<file path="src/rcfp_pkg.sv">
`timescale 1ns / 1ps
// ----------------------------------------------------------------------------
// RC channel frame parser package
// Shared constants, codes and types of the RC channel frame parser.
// ----------------------------------------------------------------------------
package rcfp_pkg;

	localparam int NUM_CHANNELS = 8;
	localparam int MAX_PAYLOAD  = 128;

	localparam int VAL_W  = 16;
	localparam int BC_W   = 8;
	localparam int CNT_W  = $clog2(NUM_CHANNELS + 1);
	localparam int SLOT_W = (NUM_CHANNELS > 1) ? $clog2(NUM_CHANNELS) : 1;
	localparam int ELAPSED_W = 17;

	localparam logic [15:0] TIMEOUT_RESET = 16'd2000;
	localparam logic [15:0] SAFE_RESET    = 16'd1500;
	localparam logic        REFRESH_RESET = 1'b1;
	localparam logic [7:0]  CHAR_COMMA    = 8'h2C;

	typedef enum logic [1:0] {
		KIND_BYTE = 2'd0,
		KIND_END  = 2'd1,
		KIND_TICK = 2'd2,
		KIND_READ = 2'd3
	} kind_t;

	typedef enum logic [1:0] {
		CFG_TIMEOUT = 2'd0,
		CFG_SAFE    = 2'd1,
		CFG_REFRESH = 2'd2
	} cfg_index_t;

	typedef logic [NUM_CHANNELS-1:0][VAL_W-1:0] chan_vec_t;

	// Frame status handed from the parser to the top level.
	typedef struct packed {
		logic             commit;
		logic             good;
		logic [CNT_W-1:0] token_count;
	} frame_info_t;

endpackage

</file>
<file path="src/rcfp_token_parser.sv">
`timescale 1ns / 1ps
// ----------------------------------------------------------------------------
// RC channel frame parser token converter
// Per-byte frame state: token phase, accumulator, sign, byte count and the
// pending channel values of the frame being received.
// ----------------------------------------------------------------------------
module rcfp_token_parser
	import rcfp_pkg::*;
(
	input  logic          clk,
	input  logic          arst_n,
	input  logic          item_valid,
	input  kind_t         kind,
	input  logic [7:0]    data_byte,
	output frame_info_t   frame_info,
	output chan_vec_t     pending
);

	typedef enum logic [2:0] {
		PH_BETWEEN = 3'd0,
		PH_LEAD    = 3'd1,
		PH_SIGN    = 3'd2,
		PH_DIGITS  = 3'd3,
		PH_TAIL    = 3'd4
	} phase_t;

	phase_t            phase_q, phase_d;
	logic [15:0]       accum_q, accum_d;
	logic              neg_q, neg_d;
	logic [CNT_W-1:0]  tc_q, tc_d;
	logic [SLOT_W-1:0] slot_q, slot_d;
	logic [BC_W-1:0]   bc_q, bc_d;
	logic              nul_q, nul_d;
	logic              pend_wr;
	logic [VAL_W-1:0]  pend_val;
	chan_vec_t         pending_q;

	logic              is_digit;
	logic              is_ws;
	logic [19:0]       mac;

	function automatic logic [VAL_W-1:0] token_bits(logic [15:0] acc, logic neg);
		logic [VAL_W-1:0] r;
		if (neg) begin
			r = 16'd0 - acc;
		end else begin
			r = (acc > 16'd32767) ? 16'd32767 : acc;
		end
		return r;
	endfunction

	assign is_digit = (data_byte >= 8'h30) && (data_byte <= 8'h39);
	assign is_ws    = (data_byte == 8'h20) || ((data_byte >= 8'h09) && (data_byte <= 8'h0D));

	always_comb begin
		logic start;
		logic try_digit;
		logic wr_digit;
		phase_d   = phase_q;
		accum_d   = accum_q;
		neg_d     = neg_q;
		tc_d      = tc_q;
		slot_d    = slot_q;
		bc_d      = bc_q;
		nul_d     = nul_q;
		pend_wr   = 1'b0;
		pend_val  = '0;
		mac       = '0;
		start     = 1'b0;
		try_digit = 1'b0;
		wr_digit  = 1'b0;
		if (kind == KIND_BYTE) begin
			if (bc_q < BC_W'(MAX_PAYLOAD)) begin
				bc_d = bc_q + 1'b1;
			end
			if (!nul_q) begin
				if (data_byte == 8'h00) begin
					nul_d = 1'b1;
				end else if (data_byte == CHAR_COMMA) begin
					phase_d = PH_BETWEEN;
				end else begin
					if (phase_q == PH_BETWEEN) begin
						if (tc_q < CNT_W'(NUM_CHANNELS)) begin
							slot_d  = tc_q[SLOT_W-1:0];
							tc_d    = tc_q + 1'b1;
							accum_d = '0;
							neg_d   = 1'b0;
							phase_d = PH_LEAD;
							start   = 1'b1;
						end else begin
							phase_d = PH_TAIL;
						end
					end
					case (phase_d)
						PH_LEAD: begin
							if (is_ws) begin
								// Leading whitespace is skipped.
							end else if ((data_byte == 8'h2B) || (data_byte == 8'h2D)) begin
								neg_d   = (data_byte == 8'h2D);
								phase_d = PH_SIGN;
							end else begin
								try_digit = 1'b1;
							end
						end
						PH_SIGN, PH_DIGITS: try_digit = 1'b1;
						default: ;
					endcase
					if (try_digit) begin
						if (is_digit) begin
							mac = ({4'd0, accum_d} << 3) + ({4'd0, accum_d} << 1)
								+ {16'd0, data_byte[3:0]};
							accum_d  = (mac > 20'd32768) ? 16'd32768 : mac[15:0];
							phase_d  = PH_DIGITS;
							wr_digit = 1'b1;
						end else begin
							phase_d = PH_TAIL;
						end
					end
					pend_wr  = start || wr_digit;
					pend_val = wr_digit ? token_bits(accum_d, neg_d) : '0;
				end
			end
		end else if (kind == KIND_END) begin
			phase_d = PH_BETWEEN;
			accum_d = '0;
			neg_d   = 1'b0;
			tc_d    = '0;
			slot_d  = '0;
			bc_d    = '0;
			nul_d   = 1'b0;
		end
	end

	always_ff @(posedge clk or negedge arst_n) begin
		if (!arst_n) begin
			phase_q   <= PH_BETWEEN;
			accum_q   <= '0;
			neg_q     <= 1'b0;
			tc_q      <= '0;
			slot_q    <= '0;
			bc_q      <= '0;
			nul_q     <= 1'b0;
			pending_q <= '0;
		end else if (item_valid) begin
			phase_q <= phase_d;
			accum_q <= accum_d;
			neg_q   <= neg_d;
			tc_q    <= tc_d;
			slot_q  <= slot_d;
			bc_q    <= bc_d;
			nul_q   <= nul_d;
			if (pend_wr) begin
				pending_q[slot_d] <= pend_val;
			end
		end
	end

	assign frame_info.commit      = item_valid && (kind == KIND_END)
		&& (bc_q < BC_W'(MAX_PAYLOAD));
	assign frame_info.good        = (tc_q == CNT_W'(NUM_CHANNELS));
	assign frame_info.token_count = tc_q;
	assign pending                = pending_q;

endmodule

</file>
<file path="src/rcfp_link_timer.sv">
`timescale 1ns / 1ps
// ----------------------------------------------------------------------------
// RC channel frame parser link timer
// Saturating millisecond counter and the link-alive compare.
// ----------------------------------------------------------------------------
module rcfp_link_timer
	import rcfp_pkg::*;
(
	input  logic        clk,
	input  logic        arst_n,
	input  logic        tick,
	input  logic        refresh,
	input  logic [15:0] limit_ms,
	output logic        link_alive
);

	localparam logic [ELAPSED_W-1:0] ELAPSED_MAX = '1;

	logic [ELAPSED_W-1:0] elapsed_q, elapsed_d;

	always_comb begin
		elapsed_d = elapsed_q;
		if (refresh) begin
			elapsed_d = '0;
		end else if (tick && (elapsed_q != ELAPSED_MAX)) begin
			elapsed_d = elapsed_q + 1'b1;
		end
	end

	always_ff @(posedge clk or negedge arst_n) begin
		if (!arst_n) begin
			elapsed_q <= '0;
		end else begin
			elapsed_q <= elapsed_d;
		end
	end

	// Status reflects the counter after the current transaction.
	assign link_alive = (elapsed_d <= {{(ELAPSED_W-16){1'b0}}, limit_ms});

endmodule

</file>
<file path="src/rc_channel_frame_parser.sv">
`timescale 1ns / 1ps
// ----------------------------------------------------------------------------
// RC channel frame parser
// Parses comma-separated decimal channel frames, keeps live channel values,
// a link timer and answers channel reads; one result per input transaction.
// ----------------------------------------------------------------------------
// Pipeline: a transaction sits in the input register and its result is then
// loaded into the result register.
// Throughput: one transaction per cycle while the output is not stalled; with the output stalled the input
// register and the result register hold two transactions before ready drops.
// Reset: arst_n clears all channel values, frame state and the link timer,
// and loads the configuration registers with their defaults.
module rc_channel_frame_parser
	import rcfp_pkg::*;
(
	input  logic        clk,
	input  logic        arst_n,
	input  logic        s_axis_tvalid,
	output logic        s_axis_tready,
	input  logic [15:0] s_axis_tdata,  // data_byte[7:0], channel_index[15:8]
	input  logic [1:0]  s_axis_tuser,  // kind[1:0]
	output logic        m_axis_tvalid,
	input  logic        m_axis_tready,
	output logic [23:0] m_axis_tdata,  // frame_ok[0], link_alive[1], read_value[17:2]
	output logic        m_axis_tlast,  // frame_done
	input  logic        cfg_we,
	input  logic [1:0]  cfg_index,
	input  logic [15:0] cfg_wdata
);

	logic        s1_valid;
	kind_t       s1_kind;
	logic [7:0]  s1_byte;
	logic [7:0]  s1_idx;
	logic        advance;

	logic [15:0] timeout_q;
	logic [15:0] safe_q;
	logic        refresh_any_q;

	chan_vec_t   live_q;
	chan_vec_t   pending;
	frame_info_t frame_info;
	logic        good_q, good_d;
	logic        refresh;
	logic        alive;
	logic [15:0] read_d;

	logic        out_valid_q;
	logic        out_done_q;
	logic        out_ok_q;
	logic        out_alive_q;
	logic [15:0] out_read_q;

	assign advance       = s1_valid && (!out_valid_q || m_axis_tready);
	assign s_axis_tready = !s1_valid || advance;

	always_ff @(posedge clk or negedge arst_n) begin
		if (!arst_n) begin
			s1_valid <= 1'b0;
		end else if (s_axis_tready) begin
			s1_valid <= s_axis_tvalid;
		end
	end

	always_ff @(posedge clk) begin
		if (s_axis_tvalid && s_axis_tready) begin
			s1_kind <= kind_t'(s_axis_tuser);
			s1_byte <= s_axis_tdata[7:0];
			s1_idx  <= s_axis_tdata[15:8];
		end
	end

	always_ff @(posedge clk or negedge arst_n) begin
		if (!arst_n) begin
			timeout_q     <= TIMEOUT_RESET;
			safe_q        <= SAFE_RESET;
			refresh_any_q <= REFRESH_RESET;
		end else if (cfg_we) begin
			unique case (cfg_index)
				CFG_TIMEOUT: timeout_q     <= cfg_wdata;
				CFG_SAFE:    safe_q        <= cfg_wdata;
				CFG_REFRESH: refresh_any_q <= cfg_wdata[0];
				default: ;
			endcase
		end
	end

	rcfp_token_parser u_parser (
		.clk        (clk),
		.arst_n     (arst_n),
		.item_valid (advance),
		.kind       (s1_kind),
		.data_byte  (s1_byte),
		.frame_info (frame_info),
		.pending    (pending)
	);

	assign good_d  = frame_info.commit ? frame_info.good : good_q;
	assign refresh = frame_info.commit && (refresh_any_q || frame_info.good);

	rcfp_link_timer u_timer (
		.clk        (clk),
		.arst_n     (arst_n),
		.tick       (advance && (s1_kind == KIND_TICK)),
		.refresh    (refresh),
		.limit_ms   (timeout_q),
		.link_alive (alive)
	);

	always_ff @(posedge clk or negedge arst_n) begin
		if (!arst_n) begin
			live_q <= '0;
			good_q <= 1'b0;
		end else begin
			good_q <= good_d;
			for (int i = 0; i < NUM_CHANNELS; i++) begin
				if (frame_info.commit && (CNT_W'(i) < frame_info.token_count)) begin
					live_q[i] <= pending[i];
				end
			end
		end
	end

	always_comb begin
		read_d = '0;
		if (s1_kind == KIND_READ) begin
			if (s1_idx < 8'(NUM_CHANNELS)) begin
				read_d = live_q[s1_idx[SLOT_W-1:0]];
			end else begin
				read_d = safe_q;
			end
		end
	end

	always_ff @(posedge clk or negedge arst_n) begin
		if (!arst_n) begin
			out_valid_q <= 1'b0;
		end else if (advance) begin
			out_valid_q <= 1'b1;
		end else if (m_axis_tready) begin
			out_valid_q <= 1'b0;
		end
	end

	always_ff @(posedge clk) begin
		if (advance) begin
			out_done_q  <= frame_info.commit;
			out_ok_q    <= good_d;
			out_alive_q <= alive;
			out_read_q  <= read_d;
		end
	end

	assign m_axis_tvalid = out_valid_q;
	assign m_axis_tlast  = out_done_q;
	assign m_axis_tdata  = {6'd0, out_read_q, out_alive_q, out_ok_q};

endmodule

</file>
<file path="config.mk">
export PLATFORM = sky130hd
export DESIGN_NAME = rc_channel_frame_parser
export DESIGN_NICKNAME = d
export VERILOG_FILES = /design/src/rcfp_pkg.sv /design/src/rcfp_token_parser.sv /design/src/rcfp_link_timer.sv /design/src/rc_channel_frame_parser.sv
export SDC_FILE = /design/constraint.sdc
export NUM_CORES = 1
export LEC_CHECK = 0
export ABC_AREA = 1
export BUFFER_PORTS_ARGS = -buffer_cell sky130_fd_sc_hd__buf_4
export CAP_MARGIN = 40
export CORE_ASPECT_RATIO = 0.75
export CORE_UTILIZATION = 32
export DETAILED_ROUTE_END_ITERATION = 10
export SYNTH_ARGS = -nofsm -noshare
export SYNTH_HDL_FRONTEND = slang
export SYNTH_HIERARCHICAL = 1
export SYNTH_SLANG_ARGS = --single-unit
</file>
<file path="constraint.sdc">
create_clock -name clk -period 4.7 [get_ports clk]
set_input_delay 0.235 -clock clk [delete_from_list [all_inputs] [get_ports clk]]
set_output_delay 0.235 -clock clk [all_outputs]
set_load 0.01 [all_outputs]
</file>
=== Word level (Yosys, flattened, before mapping) ===
Index checks and enable logic that the tools add are counted.

* Word-level logic and storage cells: 235
* Output and inout port bits: 27
* Register bits: 382

* $add $sub $neg: 6
* Equal/unequal tests: 20
* Order comparisons: 21
* Mux-type cells: 109
* Reduce and logical (&&, ||, !) cells: 42

{| class="wikitable"
|+ Operators by type and width
! operator !! number
|-
| two-way mux 16 bit || 28
|-
| bitwise mux 128 bit || 1
|-
| two-way mux 3 bit || 23
|-
| binary-select mux 16 bit (select 3 bit) || 1
|-
| demux 16 bit (select 3 bit) || 1
|-
| two-way mux 1 bit || 42
|-
| two-way mux 17 bit || 2
|-
| == test 8 x 6 -> 1 bit, second input constant || 4
|-
| two-way mux 4 bit || 7
|-
| two-way mux 8 bit || 3
|-
| adder 19 x 17 -> 20 bit || 1
|-
| adder 20 x 4 -> 20 bit || 1
|-
| > comparator 20 x 16 -> 1 bit, second input constant || 1
|-
| logical AND 1 bit || 18
|-
| adder 17 x 1 -> 17 bit, second input constant || 1
|-
| less-or-equal comparator 17 x 16 -> 1 bit || 1
|-
| inequality test 17 bit, second input constant || 1
|-
| > comparator 16 x 15 -> 1 bit, second input constant || 1
|-
| < comparator 3 x 4 -> 1 bit, first input constant || 4
|-
| subtractor 1 x 16 -> 16 bit, first input constant || 1
|-
| inequality test 2 bit, second input constant || 6
|-
| AND reduction 2 bit || 5
|-
| adder 8 x 1 -> 8 bit, second input constant || 1
|-
| greater-or-equal comparator 8 x 4 -> 1 bit, second input constant || 1
|-
| 28 further kinds || 43
|}

=== Logic depth before layout (Yosys ltp) ===
Gate-level depths: netlist of run 1.

* Depth after elaboration: 28
* Mapped depth: 35

=== Cells and area by module ===
Netlist of run 1, hierarchy kept.

{| class="wikitable"
|+ By module, submodules not included
! module !! area an instance (um^2) !! instances !! seq. area each (um^2) !! cells an instance
|-
| rcfp_token_parser || 9,073.7 || 1 || 4,103.9 || 1,143
|-
| rc_channel_frame_parser || 8,919.8 || 1 || 5,232.5 || 1,044
|-
| rcfp_link_timer || 1,361.3 || 1 || 425.4 || 190
|}

=== Worst setup path after synthesis of run 1 ===
No wires, ideal clock.

* Kind: register to register
* From: reg u_parser.phase_q[1]
* To: reg u_parser.pending_q (netlist bit u_parser/pending[106])
* Arrival time: 4.021 ns
* Period minus slack after synthesis: 4.096 ns
* Slack: 0.604 ns
* Cell stages (with the launch flop): 33
* Library setup time: 0.075 ns
* Cell sequence: dfrtp_1 -> nor2_2 -> nand3_2 -> inv_2 -> buf_2 -> buf_2 -> nor2_1 -> nor2_1 -> a21oi_1 -> ha_1 -> a31o_2 -> ha_1 -> buf_2 -> nand2_1 -> nand3_1 -> nand2_1 -> nand2_1 -> nand3_1 -> nand2_1 -> nand2_1 -> nand3_2 -> nor2_8 -> nand3_1 -> nand2_1 -> inv_1 -> ha_1 -> nand2_1 -> nor2_2 -> nand3_1 -> nand2_1 -> nand2_2 -> nand3_4 -> o21ai_2

* Longest elaborated chain between the ends: 27

{| class="wikitable"
|+ RTL lines
! item !! RTL line !! text
|-
| from (decl) || rcfp_token_parser.sv:27 || <nowiki>phase_t phase_q, phase_d;</nowiki>
|-
| from (signal assigned) || rcfp_token_parser.sv:145 || <nowiki>phase_q <= phase_d;</nowiki>
|-
| parallel branches: the longest is 27 deep, another holds adder 19 x 17 -> 20 bit || n/a ||
|-
| to (signal, indexed assignment) || rcfp_token_parser.sv:153 || <nowiki>pending_q[slot_d] <= pend_val;</nowiki>
|-
| to (decl) || rcfp_token_parser.sv:36 || <nowiki>chan_vec_t pending_q;</nowiki>
|}

Several ways; the timed one is not identified. The select of a mux whose other input is x is not followed.
A chain may end at the register's enable or synchronous reset.

=== Worst setup path after layout of run 1 ===
* From: reg u_parser.phase_q[1]
* To: reg u_parser.pending_q (netlist bit u_parser/pending[108])

The elaborated chain is that of the path after synthesis.

==> results of run 1 <==
-- synthesized netlist by cell type (all sizes together) (2+ instances only) --
master	n
clkbuf	29
nand2	594
ha	54
and2	2
nand4	19
o211ai	4
buf	58
edfxtp	37
o21ai	207
nor3	23
inv	324
or2	2
xor2	4
a21oi	151
dfrtp	331
o21a	6
o22ai	18
nand3b	4
mux2	8
nand3	206
dfstp	14
nor2	264
o21bai	3
nor3b	4
-- logic make-up (layout without fill, tap and decap cells) --
| kind of cell | Yosys count | in the layout |
|---|---|---|
| AO/OA/AOI/OAI | 397 | 397 |
| XOR/XNOR | 4 | 4 |
| flip-flops | 382 | 382 |
| buffers and inverters | 411 | 524 |
| AND/OR/NAND/NOR | 1119 | 1119 |
| adder cells (fa/ha/maj) | 55 | 55 |
| multiplexers | 8 | 8 |
| other | 1 | 6 |
-- state kept, by name, indices dropped and copies added, names as in the netlist, 2 cells and up --
signal / cells
u_parser/accum_q: 16
u_parser/pending: 128
u_parser/phase_q: 3
safe_q: 16
out_read_q: 16
u_timer/elapsed_q: 17
timeout_q: 16
u_parser/bc_q: 8
u_parser/slot_q: 3
s1_byte: 8
u_parser/tc_q: 4
s1_kind: 2
s1_idx: 8
live_q: 128
-- metrics by stage --
stage | total power (uW) | worst slack [ns]
after floorplan | 6060 | 0.604
after global placement | 6660 | 0.192
after detailed placement | 6770 | 0.115
after CTS | 10000 | 0.114
after global routing | 10600 | 0.000264
final | 10000 | 0.291
-- power by group through the flow --
stage | clock (uW) | sequential (uW) | combinational (uW)
after global placement | 0 | 4440 | 2230
after CTS | 3290 | 4410 | 2340
after detailed placement | 0 | 4470 | 2300
after global routing | 3430 | 4490 | 2710
final | 3240 | 4400 | 2390
after floorplan | 0 | 4390 | 1670
-- worst max-delay path: stages (launching register included) --
cell and delay [ns]:
dfrtp_1 0.44, nor2_2 0.14, nand3_2 0.12, inv_6 0.17, nor2_1 0.10, ha_1 0.30, ha_1 0.41, nand2_1 0.13
nand2_1 0.10, a21oi_2 0.25, inv_1 0.07, a21oi_1 0.22, nand2_1 0.08, nand2_1 0.06, nand2_1 0.06, nand2_2 0.11
nor2_8 0.06, buf_4 0.18, nand3_1 0.13, nand2_2 0.10, nor2_1 0.18, nand2_1 0.12, o21ai_4 0.20, nand2_1 0.07
nand2_1 0.11, nand3_4 0.20, o21ai_1 0.21
-- worst min-delay path by stage --
stage,start,endpoint,slack (ns),depth (start not counted)
final,cfg_wdata[8],safe_q[8]$_DFFE_PN1P_,0.05,3
after global routing,cfg_wdata[7],safe_q[7]$_DFFE_PN1P_,0.06,3
after CTS,cfg_wdata[7],safe_q[7]$_DFFE_PN1P_,0.03,3
after detailed placement,arst_n,live_q[59]$_DFFE_PN0P_,0.39,1
after global placement,arst_n,live_q[59]$_DFFE_PN0P_,0.38,1
after floorplan,arst_n,good_q$_DFF_PN0_,-0.06,0
-- timing repair --
action / CTS / global route
hold buffers: 32 / 0
setup endpoints to repair: 0 / 112
endpoints found under the hold margin: 143 / 0
gates resized for setup: 0 / 29
-- cell type report --
class	instances	area (um^2)
clock buffer	60	1160
clock inverter	10	165
fill	6099	36900
inverter	324	1220
multi-input combinational	1589	8080
sequential	382	9760
tap	790	988
timing repair buffer	130	1110
-- metal layers --
layer / vias to the layer above / GRT usage [%] / routed length, um
li1: 7796 / - / -
met1: 7790 / 27.4 / 27600
met2: 474 / 25.4 / 22500
met3: 54 / 3.97 / 4030
met4: 0 / 3.46 / 758
met5: - / 0 / 0
==> results.sh, run 1 <==
export IMPL_max_freq_ghz=0.227
export IMPL_insertion_delay_ns=0.55
export IMPL_ant_nets=0
export IMPL_critical_path_class="reg -> reg"
export IMPL_synth_top_cell_by_area="dfrtp_1"
export IMPL_initial_core_util_pct=32.6
export IMPL_muxShareOfSynthArea_pct=0.543
export IMPL_io_pins=68
export IMPL_synth_fa_ha_area_share_pct=3.59
export IMPL_die_x_um=286
export IMPL_grt_usage_pct=17.9
export IMPL_holdCritPathClass="in -> reg"
export IMPL_ys_ff_latch=382
export IMPL_tightest_slew_ns=0.957
export IMPL_layout_commonest_cell="nand2_1"
export IMPL_drt_first_pass_iters=5
export IMPL_reg2reg_slack_ns=0.29
export IMPL_rsz0062_at_grt="yes"
export IMPL_synth_top_family_by_area="simple AND/OR/NAND/NOR gates"
export IMPL_diodes=0
export IMPL_finalWirelength_um=54900
export IMPL_utilization_pct=37.9
export IMPL_internal_power_uw=6840
export IMPL_grt_pass1_wl_um=86400
export IMPL_fp_row_count=77
export IMPL_die_height_um=215
export IMPL_wl_per_cell_um=16.7
export IMPL_globalplace_congestion=0.886
export IMPL_final_cell_mix="nand2_1 (564), dfrtp_1 (331), inv_1 (308)"
export IMPL_ys_flop_type="dfrtp_1"
export IMPL_power_frac_clock_pct=32.3
export IMPL_cp_data_required_time_ns=5.16
export IMPL_hpwl_um=38300
export IMPL_drc_errors=0
export IMPL_die_area_um2=61500
export IMPL_syn_area_um2=19400
export IMPL_cp_max_fo=17
export IMPL_end_kind="register"
export IMPL_worst_clock_skew_ns=0.0224
export IMPL_cts_tree="yes"
export IMPL_cts_buffers_inserted=39
export IMPL_design_area_um2=22500
export IMPL_vias_per_cell=4.91
export IMPL_grt_max_degree=115
export IMPL_drive_above_1_share_pct=12.7
export IMPL_synthArstFlopShare_pct=90.3
export IMPL_yosysWarnings=6
export IMPL_grt_pass1_vias=15400
export IMPL_synthCells=2377
export IMPL_relSlewSlack_pct=36.2
export IMPL_clockRootBuffer="clkbuf_16"
export IMPL_worstRegToRegCells=26
export IMPL_holdWs_ns=0.0461
export IMPL_dr_first_iter_drc_count=1581
export IMPL_cp_arrival_ns=4.87
export IMPL_r2r_end="u_parser/pending[108]$_DFFE_PN0P_"
export IMPL_clk_pin_slew_ns=0.06
export IMPL_fin_crit_ns=4.41
export IMPL_synth_edf_count=37
export IMPL_leakage_uw=0.0110
export IMPL_fin_setup_tns_ns=0
export IMPL_synth_top_area_share_pct=42.8
export IMPL_synth_simple_area_share_pct=25.4
export IMPL_nets=2562
export IMPL_place_area_um2=20700
export IMPL_antenna_found_initial=1
export IMPL_maxCapViolCount=0
export IMPL_io_buffers=61
export IMPL_pwr_share_seq_pct=43.9
export IMPL_worstSetupStartpointType="register"
export IMPL_synth_distinct_cells=55
export IMPL_timing_final_hold_violations=0
export IMPL_r2r_start="u_parser/phase_q[1]$_DFFE_PN0P_"
export IMPL_run_status="completed"
export IMPL_placeableCoreArea_um2=59300
export IMPL_crit_end="u_parser/pending[108]$_DFFE_PN0P_"
export IMPL_p_comb_share_pct=23.8
export IMPL_p_per_area_nw_per_um2=446
export IMPL_post_cts_buffers=0
export IMPL_grt_overflow=0
export IMPL_clockBufferDepth=3
export IMPL_synth_compound_area_share_pct=11.2
export IMPL_netlist_top_cells_area="dfrtp_1 (43%), nand2_1 (11%), inv_1 (6.0%)"
export IMPL_syn_to_final_growth_pct=16.2
export IMPL_switchingPower_uw=3190
export IMPL_ir_worst_vdd_mv=0.287
export IMPL_finalMaxSlewViolations=0
export IMPL_crit_path_start="u_parser/phase_q[1]$_DFFE_PN0P_"
export IMPL_finalNonFillerCells=3285
export IMPL_synth_xor_area_share_pct=0.220
export IMPL_syn_area_per_cell_um2=8.14
export IMPL_vias=16100
export IMPL_ys_seq_area_share_pct=50.4
export IMPL_switching_share_pct=31.8
export IMPL_setup_violations=0
export IMPL_cts_sinks=382
export IMPL_htree_levels=2
export IMPL_fin_crit_sh_pct=93.8
export IMPL_placed_cells=3183
Power figures use the tool's default switching activity.
==> run 2: changes to the inputs <==
clock period = 5 ns   (was 4.7 ns; I/O delays follow)
==> results.sh, run 2 (synthesis gave the netlist of run 1 again) <==
export IMPL_critPathBufInv=2
export IMPL_syn_to_final_growth_pct=15.9
export IMPL_cp_max_fo=17
export IMPL_relSlewSlack_pct=35.9
export IMPL_die_x_um=286
export IMPL_grt_pass1_vias=15600
export IMPL_timing_final_hold_violations=0
export IMPL_placeableCoreArea_um2=59300
export IMPL_fin_setup_tns_ns=0
export IMPL_r2r_end="u_parser/pending[6]$_DFFE_PN0P_"
export IMPL_cts_sinks=382
export IMPL_cts_buffers_inserted=39
export IMPL_reg2reg_slack_ns=0.35
export IMPL_switching_share_pct=31.7
export IMPL_io_pins=68
export IMPL_globalplace_congestion=0.849
export IMPL_grt_pass1_wl_um=87200
export IMPL_cpMostUsedCell="nand2_1"
export IMPL_ant_nets=0
export IMPL_placed_cells=3176
export IMPL_cp_data_required_time_ns=5.39
export IMPL_critical_path_class="reg -> reg"
export IMPL_finalWirelength_um=55200
export IMPL_hpwl_um=38500
export IMPL_setup_violations=0
export IMPL_crit_path_top_delay_cell="fa_1"
export IMPL_cts_tree="yes"
export IMPL_switchingPower_uw=3040
export IMPL_ir_worst_vdd_mv=0.241
export IMPL_tightest_slew_ns=0.961
export IMPL_p_comb_share_pct=23.5
export IMPL_vias_per_cell=4.94
export IMPL_grt_overflow=0
export IMPL_min_to="refresh_any_q$_DFFE_PN1P_"
export IMPL_maxCapViolCount=0
export IMPL_dr_first_iter_drc_count=1248
export IMPL_fin_crit_ns=4.65
export IMPL_r2r_start="u_parser/phase_q[1]$_DFFE_PN0P_"
export IMPL_worstRegToRegCells=27
export IMPL_drt_first_pass_iters=7
export IMPL_nets=2554
export IMPL_insertion_delay_ns=0.54
export IMPL_fin_crit_sh_pct=92.9
export IMPL_grt_max_degree=120
export IMPL_worst_clock_skew_ns=0.0203
export IMPL_initial_core_util_pct=32.6
export IMPL_p_per_area_nw_per_um2=427
export IMPL_crit_family="simple AND/OR/NAND/NOR gates"
export IMPL_drive_above_1_share_pct=12.5
export IMPL_finalMaxSlewViolations=0
export IMPL_holdCritPathClass="in -> reg"
export IMPL_wl_per_cell_um=16.8
export IMPL_fp_row_count=77
export IMPL_leakage_uw=0.0110
export IMPL_cp_arrival_ns=5.04
export IMPL_run_status="completed"
export IMPL_die_area_um2=61500
export IMPL_power_frac_clock_pct=33.2
export IMPL_pwr_share_seq_pct=43.3
export IMPL_fill_cells=6106
export IMPL_io_buffers=61
export IMPL_clk_pin_slew_ns=0.07
export IMPL_clockBufferDepth=3
export IMPL_drc_errors=0
export IMPL_end_kind="register"
export IMPL_whs_path_depth=3
export IMPL_critical_path_max_stage_delay_ns=0.53
export IMPL_final_cell_mix="nand2_1 (568), dfrtp_1 (331), inv_1 (308)"
export IMPL_clockRootBuffer="clkbuf_16"
export IMPL_worstSetupStartpointType="register"
export IMPL_max_freq_ghz=0.215
export IMPL_internal_power_uw=6530
export IMPL_vias=16200
export IMPL_finalNonFillerCells=3279
export IMPL_hp_start="cfg_wdata[0]"
export IMPL_htree_levels=2
export IMPL_antenna_found_initial=1
export IMPL_rsz0062_at_grt="no"
export IMPL_die_height_um=215
export IMPL_grt_usage_pct=18.0
export IMPL_layout_commonest_cell="nand2_1"
## run 2: cell count changes in the layout (fill, tap and decap cells not counted), sizes merged
cell and change:
buf -2, dlygate4sd3 -6, diode +1, inv -1
bufinv +2, clkbuf -6, clkinv +6
## run 2: metrics by stage
| step | worst slack [ns] | utilization, % | instance area [um^2] | total power (uW) | hold WS, ns |
|---|---|---|---|---|---|
| after floorplan | 0.904 | - | 19400 | 5700 | -0.0456 |
| after global placement | 0.356 | 34.7 | 20600 | 6270 | 0.424 |
| after detailed placement | 0.246 | 34.9 | 20700 | 6380 | 0.429 |
| after CTS | 0.161 | 37.6 | 22300 | 9590 | 0.00528 |
| after global routing | 0.00425 | 37.8 | 22400 | 10100 | 0.0276 |
| final | 0.354 | 37.8 | 22400 | 9570 | 0.0265 |
## run 2: repair_timing
action                                  in CTS  in global routing
hold buffers                                26                  0
endpoints found under the setup margin       0                 98
resized for setup                            0                 14
setup buffers                                0                  5
hold endpoints to repair                   139                  0
## run 2: how the worst max path moves through the flow
stage	from	end	slack, ns	cells after the start
floorplan	u_parser/phase_q[1]$_DFFE_PN0P_	u_parser/pending[106]$_DFFE_PN0P_	0.90	32
global route	u_parser/phase_q[1]$_DFFE_PN0P_	u_parser/pending[6]$_DFFE_PN0P_	0.004	29
global placement	u_parser/phase_q[1]$_DFFE_PN0P_	u_parser/pending[72]$_DFFE_PN0P_	0.36	27
finish	u_parser/phase_q[1]$_DFFE_PN0P_	u_parser/pending[6]$_DFFE_PN0P_	0.35	27
detailed placement	u_parser/phase_q[1]$_DFFE_PN0P_	u_parser/pending[56]$_DFFE_PN0P_	0.25	27
CTS	u_parser/phase_q[1]$_DFFE_PN0P_	u_parser/pending[40]$_DFFE_PN0P_	0.16	27
## run 2: power by group through the flow
stage | clock network [uW] | registers, uW | logic, uW
after floorplan | 0 | 4130 | 1570
final | 3170 | 4150 | 2250
after CTS | 3230 | 4150 | 2210
after global placement | 0 | 4170 | 2090
after detailed placement | 0 | 4200 | 2180
after global routing | 3340 | 4230 | 2550
## run 2: layout make-up
| type | count | area (um^2) | area share, % |
|---|---|---|---|
| multi-input combinational | 1589 | 8010 | 35.7 |
| tap | 790 | 988 | 4.41 |
| sequential | 382 | 9760 | 43.5 |
| inverter | 324 | 1220 | 5.45 |
| clock inverter | 17 | 236 | 1.05 |
| clock buffer | 54 | 1150 | 5.12 |
| timing repair buffer | 122 | 1060 | 4.71 |
| antenna | 1 | 2.50 | 0.0112 |
## run 2: routing by layer
metal	vias to the layer above	part of all wire, %	global-route usage [%]
li1	7777	-	-
met1	7816	48	26.7
met2	518	41	26.1
met3	81	8.4	4.34
met4	0	2.1	4.12
met5	-	0	0
## run 2: worst reg2reg max path: cells and delay by family (launching register included)
family | cells | cell delay (ns)
buffers and inverters | 2 | 0.25
and+or+nand+nor | 18 | 2.25
adders and majority gates | 3 | 1.06
AOI/OAI and AO/OA | 4 | 0.50
DFF | 1 | 0.44
